[src/rtl/core/nrmc_pkg.sv]
package nrmc_pkg;

   localparam int ZONE_W = 5;
   localparam logic [ZONE_W-1:0] ZONE_RESET = 5'd8;

   localparam int RSP_W = 136;

   localparam logic [7:0] CHAR_COMMA = 8'h2C;
   localparam logic [7:0] CHAR_DOT   = 8'h2E;
   localparam logic [7:0] CHAR_ZERO  = 8'h30;
   localparam logic [7:0] CHAR_NINE  = 8'h39;
   localparam logic [7:0] CHAR_A     = 8'h41;
   localparam logic [7:0] CHAR_S     = 8'h53;
   localparam logic [7:0] CHAR_W     = 8'h57;

   localparam logic [3:0] FLD_TIME   = 4'd1;
   localparam logic [3:0] FLD_STATUS = 4'd2;
   localparam logic [3:0] FLD_LAT    = 4'd3;
   localparam logic [3:0] FLD_NS     = 4'd4;
   localparam logic [3:0] FLD_LON    = 4'd5;
   localparam logic [3:0] FLD_EW     = 4'd6;
   localparam logic [3:0] FLD_SPEED  = 4'd7;
   localparam logic [3:0] FLD_COURSE = 4'd8;
   localparam logic [3:0] FLD_LAST   = 4'd9;
   localparam logic [3:0] POS_MAX    = 4'd15;

   // speed/course forms, by dot position
   localparam logic [1:0] FORM_P1 = 2'd0;
   localparam logic [1:0] FORM_P2 = 2'd1;
   localparam logic [1:0] FORM_P3 = 2'd2;
   localparam logic [5:0] ODD_MASK_P1 = 6'h1D;
   localparam logic [5:0] ODD_MASK_P2 = 6'h3B;
   localparam logic [5:0] ODD_MASK_P3 = 6'h37;

   localparam logic [1:0] STAT_OK       = 2'd0;
   localparam logic [1:0] STAT_NO_COMMA = 2'd1;
   localparam logic [1:0] STAT_FORMAT   = 2'd2;

   // ceil(2^26 / 5): exact floor(x/5) for x below 2^24
   localparam logic [23:0] DIV5_RECIP = 24'hCCCCCD;

   typedef struct packed {
      logic [3:0]        field_num;
      logic [3:0]        char_pos;
      logic [6:0]        hour;
      logic [13:0]       rest;
      logic [6:0]        lat_deg;
      logic [23:0]       lat_min;
      logic [9:0]        lon_deg;
      logic [23:0]       lon_min;
      logic [2:0][25:0]  spd_acc;   // candidate forms, times 37
      logic [2:0][19:0]  crs_acc;
      logic [2:0]        spd_dots;
      logic [2:0]        crs_dots;
      logic [5:0]        spd_odd;
      logic [5:0]        crs_odd;
      logic              lat_dot;
      logic              lon_dot;
      logic              time_bad;
      logic              lat_bad;
      logic              lon_bad;
      logic              stat_a;
      logic              south;
      logic              west;
   } parse_state_type;

   function automatic logic [23:0] digit_weight(input logic [3:0] fld, input logic [3:0] p);
      logic [23:0] w;
      w = 24'd0;
      case (fld)
         FLD_TIME: begin
            case (p)
               4'd0: w = 24'd10;
               4'd1: w = 24'd1;
               4'd2: w = 24'd1000;
               4'd3: w = 24'd100;
               4'd4: w = 24'd10;
               4'd5: w = 24'd1;
               default: w = 24'd0;
            endcase
         end
         FLD_LAT: begin
            case (p)
               4'd0: w = 24'd10;
               4'd1: w = 24'd1;
               4'd2: w = 24'd1000000;
               4'd3: w = 24'd100000;
               4'd5: w = 24'd10000;
               4'd6: w = 24'd1000;
               4'd7: w = 24'd100;
               4'd8: w = 24'd10;
               4'd9: w = 24'd1;
               default: w = 24'd0;
            endcase
         end
         FLD_LON: begin
            case (p)
               4'd0: w = 24'd100;
               4'd1: w = 24'd10;
               4'd2: w = 24'd1;
               4'd3: w = 24'd1000000;
               4'd4: w = 24'd100000;
               4'd6: w = 24'd10000;
               4'd7: w = 24'd1000;
               4'd8: w = 24'd100;
               4'd9: w = 24'd10;
               4'd10: w = 24'd1;
               default: w = 24'd0;
            endcase
         end
         default: w = 24'd0;
      endcase
      return w;
   endfunction

   function automatic logic [19:0] form_weight(input logic [1:0] f, input logic [3:0] p);
      logic [19:0] w;
      w = 20'd0;
      case (f)
         FORM_P1: begin
            case (p)
               4'd0: w = 20'd1000;
               4'd2: w = 20'd100;
               4'd3: w = 20'd10;
               4'd4: w = 20'd1;
               default: w = 20'd0;
            endcase
         end
         FORM_P2: begin
            case (p)
               4'd0: w = 20'd10000;
               4'd1: w = 20'd1000;
               4'd3: w = 20'd100;
               4'd4: w = 20'd10;
               4'd5: w = 20'd1;
               default: w = 20'd0;
            endcase
         end
         FORM_P3: begin
            case (p)
               4'd0: w = 20'd100000;
               4'd1: w = 20'd10000;
               4'd2: w = 20'd1000;
               4'd4: w = 20'd100;
               4'd5: w = 20'd10;
               default: w = 20'd0;
            endcase
         end
         default: w = 20'd0;
      endcase
      return w;
   endfunction

   function automatic logic [25:0] speed_weight(input logic [1:0] f, input logic [3:0] p);
      return 26'(form_weight(f, p)) * 26'd37;
   endfunction

   function automatic logic [4:0] mod24(input logic [7:0] s);
      logic [7:0] r;
      r = s;
      for (int i = 0; i < 5; i++) begin
         if (r >= 8'd24) begin
            r = r - 8'd24;
         end
      end
      return r[4:0];
   endfunction

endpackage

[src/rtl/core/nrmc_byte_decoder.sv]
module nrmc_byte_decoder (
   input  logic                      clock,
   input  logic                      reset,
   input  logic                      take,
   input  logic [7:0]                char_in,
   input  logic                      last_in,
   input  logic                      snap_pop,
   output logic                      snap_vld,
   output nrmc_pkg::parse_state_type snap
);
   import nrmc_pkg::*;

   parse_state_type st_ff, st_in;
   parse_state_type snap_ff;
   logic            snap_vld_ff;

   logic            dig;
   logic [3:0]      dv;
   logic [3:0]      p;
   logic [27:0]     prod;
   logic [2:0][29:0] spd_add;
   logic [2:0][23:0] crs_add;

   assign dig = (char_in >= CHAR_ZERO) && (char_in <= CHAR_NINE);
   assign dv  = dig ? char_in[3:0] : 4'd0;
   assign p   = st_ff.char_pos;
   assign prod = 28'(dv) * 28'(digit_weight(st_ff.field_num, p));

   always_comb begin
      for (int f = 0; f < 3; f++) begin
         spd_add[f] = 30'(dv) * 30'(speed_weight(2'(f), p));
         crs_add[f] = 24'(dv) * 24'(form_weight(2'(f), p));
      end
   end

   always_comb begin
      st_in = st_ff;
      if (char_in == CHAR_COMMA) begin
         if (st_ff.field_num < FLD_LAST) begin
            st_in.field_num = st_ff.field_num + 4'd1;
         end
         st_in.char_pos = 4'd0;
      end else begin
         case (st_ff.field_num)
            FLD_TIME: begin
               if (p < 4'd6) begin
                  if (p < 4'd2) st_in.hour = st_ff.hour + prod[6:0];
                  else st_in.rest = st_ff.rest + prod[13:0];
                  if (!dig) st_in.time_bad = 1'b1;
               end
            end
            FLD_STATUS: begin
               if (p == 4'd0 && char_in == CHAR_A) st_in.stat_a = 1'b1;
            end
            FLD_LAT: begin
               if (char_in == CHAR_DOT) st_in.lat_dot = 1'b1;
               if (p < 4'd10 && p != 4'd4) begin
                  if (p < 4'd2) st_in.lat_deg = st_ff.lat_deg + prod[6:0];
                  else st_in.lat_min = st_ff.lat_min + prod[23:0];
                  if (!dig) st_in.lat_bad = 1'b1;
               end
            end
            FLD_NS: begin
               if (p == 4'd0 && char_in == CHAR_S) st_in.south = 1'b1;
            end
            FLD_LON: begin
               if (char_in == CHAR_DOT) st_in.lon_dot = 1'b1;
               if (p < 4'd11 && p != 4'd5) begin
                  if (p < 4'd3) st_in.lon_deg = st_ff.lon_deg + prod[9:0];
                  else st_in.lon_min = st_ff.lon_min + prod[23:0];
                  if (!dig) st_in.lon_bad = 1'b1;
               end
            end
            FLD_EW: begin
               if (p == 4'd0 && char_in == CHAR_W) st_in.west = 1'b1;
            end
            FLD_SPEED: begin
               if (p < 4'd6) begin
                  for (int f = 0; f < 3; f++) begin
                     st_in.spd_acc[f] = st_ff.spd_acc[f] + spd_add[f][25:0];
                  end
                  if (!dig) st_in.spd_odd[p[2:0]] = 1'b1;
                  if (char_in == CHAR_DOT && p >= 4'd1 && p <= 4'd3) begin
                     st_in.spd_dots[p[1:0] - 2'd1] = 1'b1;
                  end
               end
            end
            FLD_COURSE: begin
               if (p < 4'd6) begin
                  for (int f = 0; f < 3; f++) begin
                     st_in.crs_acc[f] = st_ff.crs_acc[f] + crs_add[f][19:0];
                  end
                  if (!dig) st_in.crs_odd[p[2:0]] = 1'b1;
                  if (char_in == CHAR_DOT && p >= 4'd1 && p <= 4'd3) begin
                     st_in.crs_dots[p[1:0] - 2'd1] = 1'b1;
                  end
               end
            end
            default: begin
            end
         endcase
         if (p < POS_MAX) begin
            st_in.char_pos = p + 4'd1;
         end
      end
   end

   always_ff @(posedge clock) begin
      if (reset) begin
         st_ff       <= '0;
         snap_vld_ff <= 1'b0;
      end else begin
         if (take) begin
            st_ff <= last_in ? '0 : st_in;
         end
         if (take && last_in) begin
            snap_vld_ff <= 1'b1;
         end else if (snap_pop) begin
            snap_vld_ff <= 1'b0;
         end
      end
   end

   always_ff @(posedge clock) begin
      if (take && last_in) begin
         snap_ff <= st_in;
      end
   end

   assign snap_vld = snap_vld_ff;
   assign snap     = snap_ff;

endmodule

[src/rtl/core/nrmc_result_builder.sv]
module nrmc_result_builder (
   input  logic                          clock,
   input  logic                          reset,
   input  logic                          load,
   input  nrmc_pkg::parse_state_type     snap,
   input  logic [nrmc_pkg::ZONE_W-1:0]   zone,
   input  logic                          rsp_tready,
   output logic                          rsp_vld,
   output logic [nrmc_pkg::RSP_W-1:0]    rsp_data
);
   import nrmc_pkg::*;

   logic             rsp_vld_ff;
   logic [RSP_W-1:0] rsp_data_ff, rsp_data_in;

   logic        spd_err, crs_err, err;
   logic [25:0] spd37;
   logic [19:0] crs;
   logic [47:0] spd_prod;
   logic [20:0] spd;
   logic [4:0]  lh;
   logic [17:0] ltime;
   logic [1:0]  status;
   logic        fix;

   always_comb begin
      spd37   = 26'd0;
      spd_err = 1'b0;
      if (snap.spd_dots[FORM_P2]) begin
         spd37   = snap.spd_acc[FORM_P2];
         spd_err = |(snap.spd_odd & ODD_MASK_P2);
      end else if (snap.spd_dots[FORM_P1]) begin
         spd37   = snap.spd_acc[FORM_P1];
         spd_err = |(snap.spd_odd & ODD_MASK_P1);
      end else if (snap.spd_dots[FORM_P3]) begin
         spd37   = snap.spd_acc[FORM_P3];
         spd_err = |(snap.spd_odd & ODD_MASK_P3);
      end
   end

   always_comb begin
      crs     = 20'd0;
      crs_err = 1'b0;
      if (snap.crs_dots[FORM_P2]) begin
         crs     = snap.crs_acc[FORM_P2];
         crs_err = |(snap.crs_odd & ODD_MASK_P2);
      end else if (snap.crs_dots[FORM_P1]) begin
         crs     = snap.crs_acc[FORM_P1];
         crs_err = |(snap.crs_odd & ODD_MASK_P1);
      end else if (snap.crs_dots[FORM_P3]) begin
         crs     = snap.crs_acc[FORM_P3];
         crs_err = |(snap.crs_odd & ODD_MASK_P3);
      end
   end

   // knots*1.85 = (knots*37)/20, taken as (x/4)/5
   assign spd_prod = 48'(spd37[25:2]) * 48'(DIV5_RECIP);
   assign spd      = spd_prod[46:26];

   assign lh    = mod24(8'(snap.hour) + 8'(zone));
   assign ltime = 18'(lh) * 18'd10000 + 18'(snap.rest);

   assign err = snap.time_bad | (snap.lat_bad & snap.lat_dot) | (snap.lon_bad & snap.lon_dot)
              | spd_err | crs_err;

   always_comb begin
      if (snap.field_num < FLD_LAST) status = STAT_NO_COMMA;
      else if (err) status = STAT_FORMAT;
      else status = STAT_OK;
   end

   assign fix = snap.stat_a & snap.lat_dot & snap.lon_dot;

   always_comb begin
      rsp_data_in = '0;
      rsp_data_in[1:0] = status;
      if (status == STAT_OK) begin
         rsp_data_in[2]       = fix;
         rsp_data_in[20:3]    = ltime;
         rsp_data_in[27:21]   = snap.lat_deg;
         rsp_data_in[51:28]   = snap.lat_min;
         rsp_data_in[61:52]   = snap.lon_deg;
         rsp_data_in[85:62]   = snap.lon_min;
         rsp_data_in[87:86]   = {snap.west, snap.south};
         rsp_data_in[108:88]  = spd;
         rsp_data_in[128:109] = crs;
      end
   end

   always_ff @(posedge clock) begin
      if (reset) begin
         rsp_vld_ff <= 1'b0;
      end else if (load) begin
         rsp_vld_ff <= 1'b1;
      end else if (rsp_tready) begin
         rsp_vld_ff <= 1'b0;
      end
   end

   always_ff @(posedge clock) begin
      if (load) begin
         rsp_data_ff <= rsp_data_in;
      end
   end

   assign rsp_vld  = rsp_vld_ff;
   assign rsp_data = rsp_data_ff;

endmodule

[src/rtl/core/nmea_rmc_field_extractor_unit.sv]
// One byte word accepted per cycle while the result path is not held by rsp_tready, no gaps between sentences.
// After the word marked last is accepted, the result word passes through
// the sentence snapshot register, then the result register with the speed scaling multiplier.
// Synchronous active-high reset clears the parse state and both stages;
// the zone offset returns to 8 hours.
module nmea_rmc_field_extractor_unit (
   input  logic                        clock,
   input  logic                        reset,
   input  logic                        req_tvalid,
   output logic                        req_tready,
   input  logic [7:0]                  req_tdata,   // sentence_byte
   input  logic                        req_tlast,   // last_byte
   output logic                        rsp_tvalid,
   input  logic                        rsp_tready,
   // parse_status, fix_valid, local_time, lat_degrees, lat_minutes_e5, lon_degrees,
   // lon_minutes_e5, hemisphere_bits, speed_kmh_milli, course_milli_deg, zero pad
   output logic [nrmc_pkg::RSP_W-1:0]  rsp_tdata,
   input  logic                        csr_wen,
   input  logic [nrmc_pkg::ZONE_W-1:0] csr_wdata  // zone_offset_hours
);
   import nrmc_pkg::*;

   logic [ZONE_W-1:0] zone_ff;
   logic              take;
   logic              snap_vld;
   logic              snap_pop;
   parse_state_type   snap;

   always_ff @(posedge clock) begin
      if (reset) begin
         zone_ff <= ZONE_RESET;
      end else if (csr_wen) begin
         zone_ff <= csr_wdata;
      end
   end

   assign snap_pop   = snap_vld && (!rsp_tvalid || rsp_tready);
   assign req_tready = !snap_vld || snap_pop;
   assign take       = req_tvalid && req_tready;

   nrmc_byte_decoder u_dec (
      .clock    (clock),
      .reset    (reset),
      .take     (take),
      .char_in  (req_tdata),
      .last_in  (req_tlast),
      .snap_pop (snap_pop),
      .snap_vld (snap_vld),
      .snap     (snap)
   );

   nrmc_result_builder u_res (
      .clock      (clock),
      .reset      (reset),
      .load       (snap_pop),
      .snap       (snap),
      .zone       (zone_ff),
      .rsp_tready (rsp_tready),
      .rsp_vld    (rsp_tvalid),
      .rsp_data   (rsp_tdata)
   );

endmodule

[config.mk]
export PLATFORM = sky130hd
export DESIGN_NAME = nmea_rmc_field_extractor_unit
export DESIGN_NICKNAME = d
export VERILOG_FILES = /design/src/rtl/core/nrmc_pkg.sv /design/src/rtl/core/nrmc_byte_decoder.sv /design/src/rtl/core/nrmc_result_builder.sv /design/src/rtl/core/nmea_rmc_field_extractor_unit.sv
export SDC_FILE = /design/constraint.sdc
export NUM_CORES = 2
export LEC_CHECK = 0
export BUFFER_PORTS_ARGS = -buffer_cell sky130_fd_sc_hd__buf_2
export CAP_MARGIN = 40
export CORE_ASPECT_RATIO = 1.4
export CORE_MARGIN = 2
export CORE_UTILIZATION = 50
export CTS_BUF_LIST = sky130_fd_sc_hd__clkbuf_16
export DETAILED_ROUTE_END_ITERATION = 6
export PLACE_DENSITY = 0.63
export SLEW_MARGIN = 5
export SYNTH_ARGS = -nofsm -noshare
export SYNTH_HDL_FRONTEND = slang
export SYNTH_SLANG_ARGS = --single-unit
[constraint.sdc]
create_clock -name clock -period 11.45 [get_ports clock]
set_input_delay 0.5725 -clock clock [delete_from_list [all_inputs] [get_ports clock]]
set_output_delay 0.5725 -clock clock [all_outputs]
set_load 0.03 [all_outputs]
* Word level (Yosys, flattened, before mapping)
Memory sizes are Yosys's and may differ from the RTL's. A register that Yosys moved wholly into a read port is not among the register bits. Cells that the tools add are included.
Operators by class: $add $sub $neg 22, multiply operators 12, div/mod/pow operators 0, $lt $le $gt $ge 21, equality and inequality tests 20, shift-type cells 0, muxes and demuxes 90, bitwise logic cells 12, reduce and logical (&&, ||, !) cells 31
Operator list (count):
- 258-bit two-way mux | 1
- 250-bit two-way mux | 1
- 78-bit two-way mux | 2
- 60-bit two-way mux | 2
- 17-bit one-hot mux with 5 select lines | 1
- 10-bit one-hot mux with 4 select lines | 2
- 26-bit adder | 3
- 4-bit by 26-bit multiplier with 26-bit output | 3
- 26-bit two-way mux | 3
- 24-bit one-hot mux with 3 select lines | 1
- 14-bit one-hot mux with 5 select lines | 1
- 34-bit two-way mux | 2
- 31-bit two-way mux | 2
- 20-bit adder | 3
- 20-bit two-way mux | 3
- 24-bit adder | 2
- 24-bit two-way mux | 2
- 24-bit by 24-bit multiplier with 47-bit output (second input constant) | 1
- 21-bit two-way mux | 2
- 8-bit by 5-bit greater-or-equal comparator with 1-bit output (second input constant) | 5
- 4-bit two-way mux | 9
- 6-bit two-way mux | 6
- 8-bit two-way mux | 4
- 8-bit by 5-bit subtractor with 8-bit output (second input constant) | 4
- other kinds (58) | 143
Storage, ports and cells: bits in registers 648, bits in latches 0, RAM bits 0, memory bits (read-only) 576, bits of input ports 19, output and inout bits 138, logic and storage cells 266, memories 2
Memory list:
- (name not given) | words 16, width 18, rd ports 1, clocked after memory_dff 1, wr ports 0, RTL line nrmc_pkg.sv:83 | case (p)
- (name not given) | words 16, width 18, rd ports 1, clocked after memory_dff 1, wr ports 0, RTL line nrmc_pkg.sv:97 | case (p)

* Depth between registers and ports, before layout
word-level depth 13, mapped depth 49, gate-level depth less buffers 48

* Modules after synthesis
A second synthesis with hierarchy kept.
Second synthesis, totals: cell total of the unflattened synthesis 6277, area, all modules 59428.2 sq um
By module, submodules not included:
- nrmc_byte_decoder | times used 1, cells an instance 4570, area each 41717.5 sq um, seq. area each 13332.8 sq um
- nrmc_result_builder | times used 1, cells an instance 1687, area each 17501.8 sq um, seq. area each 3893.7 sq um
- nmea_rmc_field_extractor_unit | times used 1, cells an instance 20, area each 209.0 sq um, seq. area each 100.1 sq um

* Worst setup path before layout
No wires, ideal clock.
kind register to register, start point register u_dec.snap_ff (netlist bit u_dec.snap[243]), end point register u_res.rsp_data_ff[20], in the netlist u_res.rsp_data[20] (data pin), setup time 0.266 ns, arrival time 9.609 ns, required time 11.184 ns, setup slack 1.575 ns, stages on the path, launching flop included 50, path buffers 1, period minus slack after synthesis 9.875 ns, path through edfxtp_1 -> ha_1 -> fa_1 -> a21o_1 -> a211oi_2 -> or2_4 -> inv_2 -> ha_1 -> a211oi_1 -> and3_1 -> mux2i_1 -> inv_1 -> ha_1 -> nand2_1 -> nand3_1 -> o21a_1 -> a21oi_1 -> inv_1 -> [... 14 more ...] -> inv_1 -> ha_1 -> inv_1 -> ha_1 -> a21o_1 -> ha_1 -> inv_1 -> fa_1 -> inv_1 -> ha_1 -> xor2_1 -> ha_1 -> nor2b_1 -> o21a_1 -> nand3_1 -> xor2_1 -> and3_1 -> nor3_2
Between the ends: longest elaborated chain between the ends 13, elaborated cells on any way between the ends 18, those cells by class 7 x add/sub; 1 x mul; 5 x order compare; 5 x mux
RTL lines:
- from (decl) | RTL line nrmc_byte_decoder.sv:14 | parse_state_type snap_ff;
- from (signal assigned) | RTL line nrmc_byte_decoder.sv:126 | snap_ff <= st_in;
- 7-bit by 5-bit adder with 8-bit output (*) | RTL line nrmc_result_builder.sv:60 | assign lh = mod24(8'(snap.hour) + 8'(zone));
- 8-bit by 5-bit subtractor with 8-bit output / 8-bit by 5-bit greater-or-equal comparator with 1-bit output (equally long branches) | RTL line nrmc_pkg.sv:163, nrmc_pkg.sv:162
- 8-bit two-way mux (*) | RTL line nrmc_pkg.sv:162 | if (r >= 8'd24) begin
- 8-bit by 5-bit subtractor with 8-bit output / 8-bit by 5-bit greater-or-equal comparator with 1-bit output (equally long branches) | RTL line nrmc_pkg.sv:163, nrmc_pkg.sv:162
- 8-bit two-way mux (*) | RTL line nrmc_pkg.sv:162
- 8-bit by 5-bit subtractor with 8-bit output / 8-bit by 5-bit greater-or-equal comparator with 1-bit output (equally long branches) | RTL line nrmc_pkg.sv:163, nrmc_pkg.sv:162
- 8-bit two-way mux (*) | RTL line nrmc_pkg.sv:162
- 8-bit by 5-bit subtractor with 8-bit output / 8-bit by 5-bit greater-or-equal comparator with 1-bit output (equally long branches) | RTL line nrmc_pkg.sv:163, nrmc_pkg.sv:162
- 8-bit two-way mux (*) | RTL line nrmc_pkg.sv:162
- 8-bit by 5-bit greater-or-equal comparator with 1-bit output / 5-bit subtractor (equally long branches) | RTL line nrmc_pkg.sv:162, nrmc_pkg.sv:163
- 5-bit two-way mux (*) | RTL line nrmc_pkg.sv:162
- 5-bit by 10-bit multiplier with 14-bit output (*) | RTL line nrmc_result_builder.sv:61 | assign ltime = 18'(lh) * 18'd10000 + 18'(snap.rest);
- 18-bit by 14-bit adder with 18-bit output (*) | RTL line nrmc_result_builder.sv:61
- to (signal assigned) | RTL line nrmc_result_builder.sv:102 | rsp_data_ff <= rsp_data_in;
- to (decl) | RTL line nrmc_result_builder.sv:14 | logic [RSP_W-1:0] rsp_data_ff, rsp_data_in;
Mark *: on every way between the ends. The rest lies on a longest branch, timed or not. A chain may end at the register's enable or synchronous reset.

* Final worst setup path
Ends and elaborated chain as after synthesis.

==> impl_metrics.tcl <==
set metrics [dict create \
    run_status "completed" \
    initial_core_util_pct 50.4 \
    htreeDepth 3 \
    power.static_leakage_nw 29.9 \
    cpMaxStageDelayCell "or4_4" \
    grt_first_pass_wirelength_um 238000 \
    critical_path_required_ns 11.85 \
    remaining_global_route_overflow 0 \
    timing.critical_path.to_type "register" \
    setup_total_negative_slack_ns 0 \
    slew_viol_final 0 \
    cp-start-kind "register" \
    core-area_mm2 0.115 \
    die_area_mm2 0.118 \
    drt-initial-drc-count 2623 \
    timing.clock.skew_ns 0.0307 \
    clock-sinks 664 \
    hold_path.startpoint "csr_wdata[3]" \
    worst-path-max-fanout 10 \
    yosys_register_bits 664 \
    final_design_area_no_fill_mm2 0.0630 \
    clock_path_buffers 3 \
    ctsRootBufferMaster "clkbuf_16" \
    criticalPathCategory "register to register" \
    timing.critical_path.mode_cell "ha_1" \
    cts_resized 0 \
    netlist-cell-type-count 93 \
    fillCellCount 10421 \
    rows 147 \
    vias_in_the_first_global_route 43924 \
    r2r_slack_ns 0.73 \
    post_route_cells_drive_above_1_share_pct 6.79 \
    post_synth.cell_area_avg_um2 9.49 \
    dominantRegCellSynth "edfxtp_1" \
    firstDrtPassIters 5 \
    finalHoldWorstSlack_ns 0.200 \
    clk_latency_ns 0.67 \
    drtAntennaViolNets 0 \
    fp.dieH_um 406 \
    routed_via_density 5.56 \
    drc_violations 0 \
    ys_warnings 0 \
    final.period_utilization_pct 93.6 \
    postCtsSetupRepairBufs 0 \
    multiInputGateArea_mm2 0.0367 \
    io_buffer_count 149 \
    setup.worst_path.end "u_res.rsp_data[20]" \
    hold_viol 0 \
    portion_of_the_post_synthesis_area_used_by_sequential_elements_pct 29.5 \
    layout_min_cycle_time_ns 10.72 \
    hpwl_um 114000 \
    asyncSetResetFlopFracSynth_pct 0 \
    pin_count_of_the_biggest_net_entering_global_routing 173 \
    syn_area_mm2 0.0578 \
    holdBufCountCts 0 \
    number_of_antenna_violations_at_the_first_check_in_global_routing 4 \
    holdCritPathClass "primary input to register" \
    cts_made_buffers 73 \
    vias 43131 \
    areaGrowthSynthToFinish_pct 8.94 \
    arrival_worst_endpoint_ns 11.11 \
    ff2ff_path_depth 48 \
    die_width_um 291 \
    grt.total_usage_pct 25.6 \
    gp_congestion 0.907 \
    power.density_mw_per_mm2 151 \
    final_nets 7412 \
    placedInstanceArea_mm2 0.0605 \
    seqCellArea_mm2 0.0171 \
    critical-path-max-stage-delay_ns 0.55 \
    achievable-frequency_mhz 93.3 \
    wl_um 150000 \
    crit_path_start "u_dec.snap[243]" \
    pin_count 157 \
    grt_setup_unrepaired "false" \
    count_of_maximum_capacitance_violations 0 \
    routedWlPerCell_um 19.4 \
    cts.reportedPaths.clkPinSlew_ns 0.06 \
    tightestPinTransition_ns 1.04 \
    cts_tree "done" \
    number_of_enable_flip_flop_cells_after_synthesis 376 \
    timing.slew.headroom_pct 31.0 \
    final_count_of_negative_setup_slack_endpoints 0 \
    netlist_instances 6093 \
    worst_r2r_startpoint "u_dec.snap[243]" \
    peakVddDrop_uv 399 \
    worstReg2RegEnd "u_res.rsp_data[20]" \
]
-- cell usage in the layout, fill, tap and decap left out, types with 55 or more instances in the layout --
cell type  instances
xor2_1           107
a21oi_1          258
o21ai_0          335
nand2_1          594
and2_1           129
xnor2_1          166
nand2b_1          55
fa_1             499
buf_4             83
nor2_1           484
edfxtp_1         376
clkbuf_16         76
nor3_1            56
ha_1             684
nand3_1           60
a22oi_1          224
dfxtp_1          288
inv_1            905
a21o_1            95
buf_2            149
-- power breakdown --
group	switching (W)	internal [W]
Clock	0.00106	0.00140
Sequential	0.0000156	0.00256
Combinational	0.00254	0.00192
Total	0.00361	0.00589
-- stage by stage --
stage / setup WS (ns) / total power (W) / util [%] / cells
6_report: 0.734 / 0.00950 / 54.9 / 7762
5_1_grt: 0.00221 / 0.0103 / 54.9 / 7760
4_1_cts: 0.601 / 0.00963 / 54.9 / 7760
3_5_place_dp: 0.654 / 0.00711 / 52.7 / 7625
3_3_place_gp: 0.741 / 0.00707 / 52.6 / 7615
2_1_floorplan: 1.57 / 0.00609 / - / 6110
-- critical path, delay by kind of cell, from the launching register on --
family,cells,cell delay [ns]
fa+ha+maj,12,3.57
compound gates,9,2.05
mux,3,0.93
buf+inv,8,0.53
xor+xnor,2,0.36
simple gates,14,2.64
flops,1,0.37
-- cell type report --
cell class / instances / share of cell area (%)
Multi-Input combinational cell: 4335 / 58.2
Sequential cell: 664 / 27.1
Inverter: 897 / 5.36
Clock buffer: 76 / 3.02
Tap cell: 1490 / 2.96
Timing Repair Buffer: 239 / 2.41
Clock inverter: 59 / 0.936
Antenna cell: 2 / 0.00795
-- how the worst min path moves through the flow --
stage,endpoint,slack (ns),cells past startpoint
after CTS,zone_ff[3],0.15,3
after floorplan,zone_ff[3],0.45,2
final,zone_ff[3],0.20,3
after detailed placement,zone_ff[3],0.47,2
after global placement,zone_ff[3],0.46,2
after global routing,zone_ff[3],0.18,3
-- cell usage after synthesis, drive strengths merged, types with 49 or more instances --
cell	n	area (um^2)
xnor2	166	1450
a22oi	224	1680
edfxtp	376	11300
inv	893	3350
xor2	107	937
nor3	59	300
a21o	95	713
nor2	486	1820
nand2b	56	350
nand2	595	2230
a21oi	258	1290
and2	132	826
nand3	60	300
clkbuf	182	683
ha	684	8560
nor2b	49	307
fa	499	9990
dfxtp	288	5770
o21ai	341	1710
-- flip-flops by register name (all words and copies together), names as in the netlist, named ones only --
name            cells
u_res.rsp_data    129
u_res.rsp_vld       1
zone_ff             5
u_dec.p             4
u_dec.st_ff       252
u_dec.snap_vld      1
u_dec.snap        247
-- metal layers --
| layer | up-vias | global-route usage, % | part of all wire (%) |
|---|---|---|---|
| li1 | 20757 | - | - |
| met1 | 21083 | 31.3 | 41 |
| met2 | 1013 | 46.7 | 51 |
| met3 | 276 | 2.75 | 4.2 |
| met4 | 2 | 9.42 | 3.6 |
| met5 | - | 0 | 0.0067 |
-- logic make-up after synthesis --
group                      count (synthesis)  synth area share [%]
DFF                                      664                  29.5
AOI/OAI and AO/OA                       1271                  14.4
adders and majority gates               1183                  32.1
muxes                                     21                 0.385
buffers and inverters                   1111                  7.27
other                                      2                0.0130
and+or+nand+nor                         1568                  12.2
xor gates and xnor gates                 273                  4.14
Note: power is estimated with default switching activity, not from simulation.
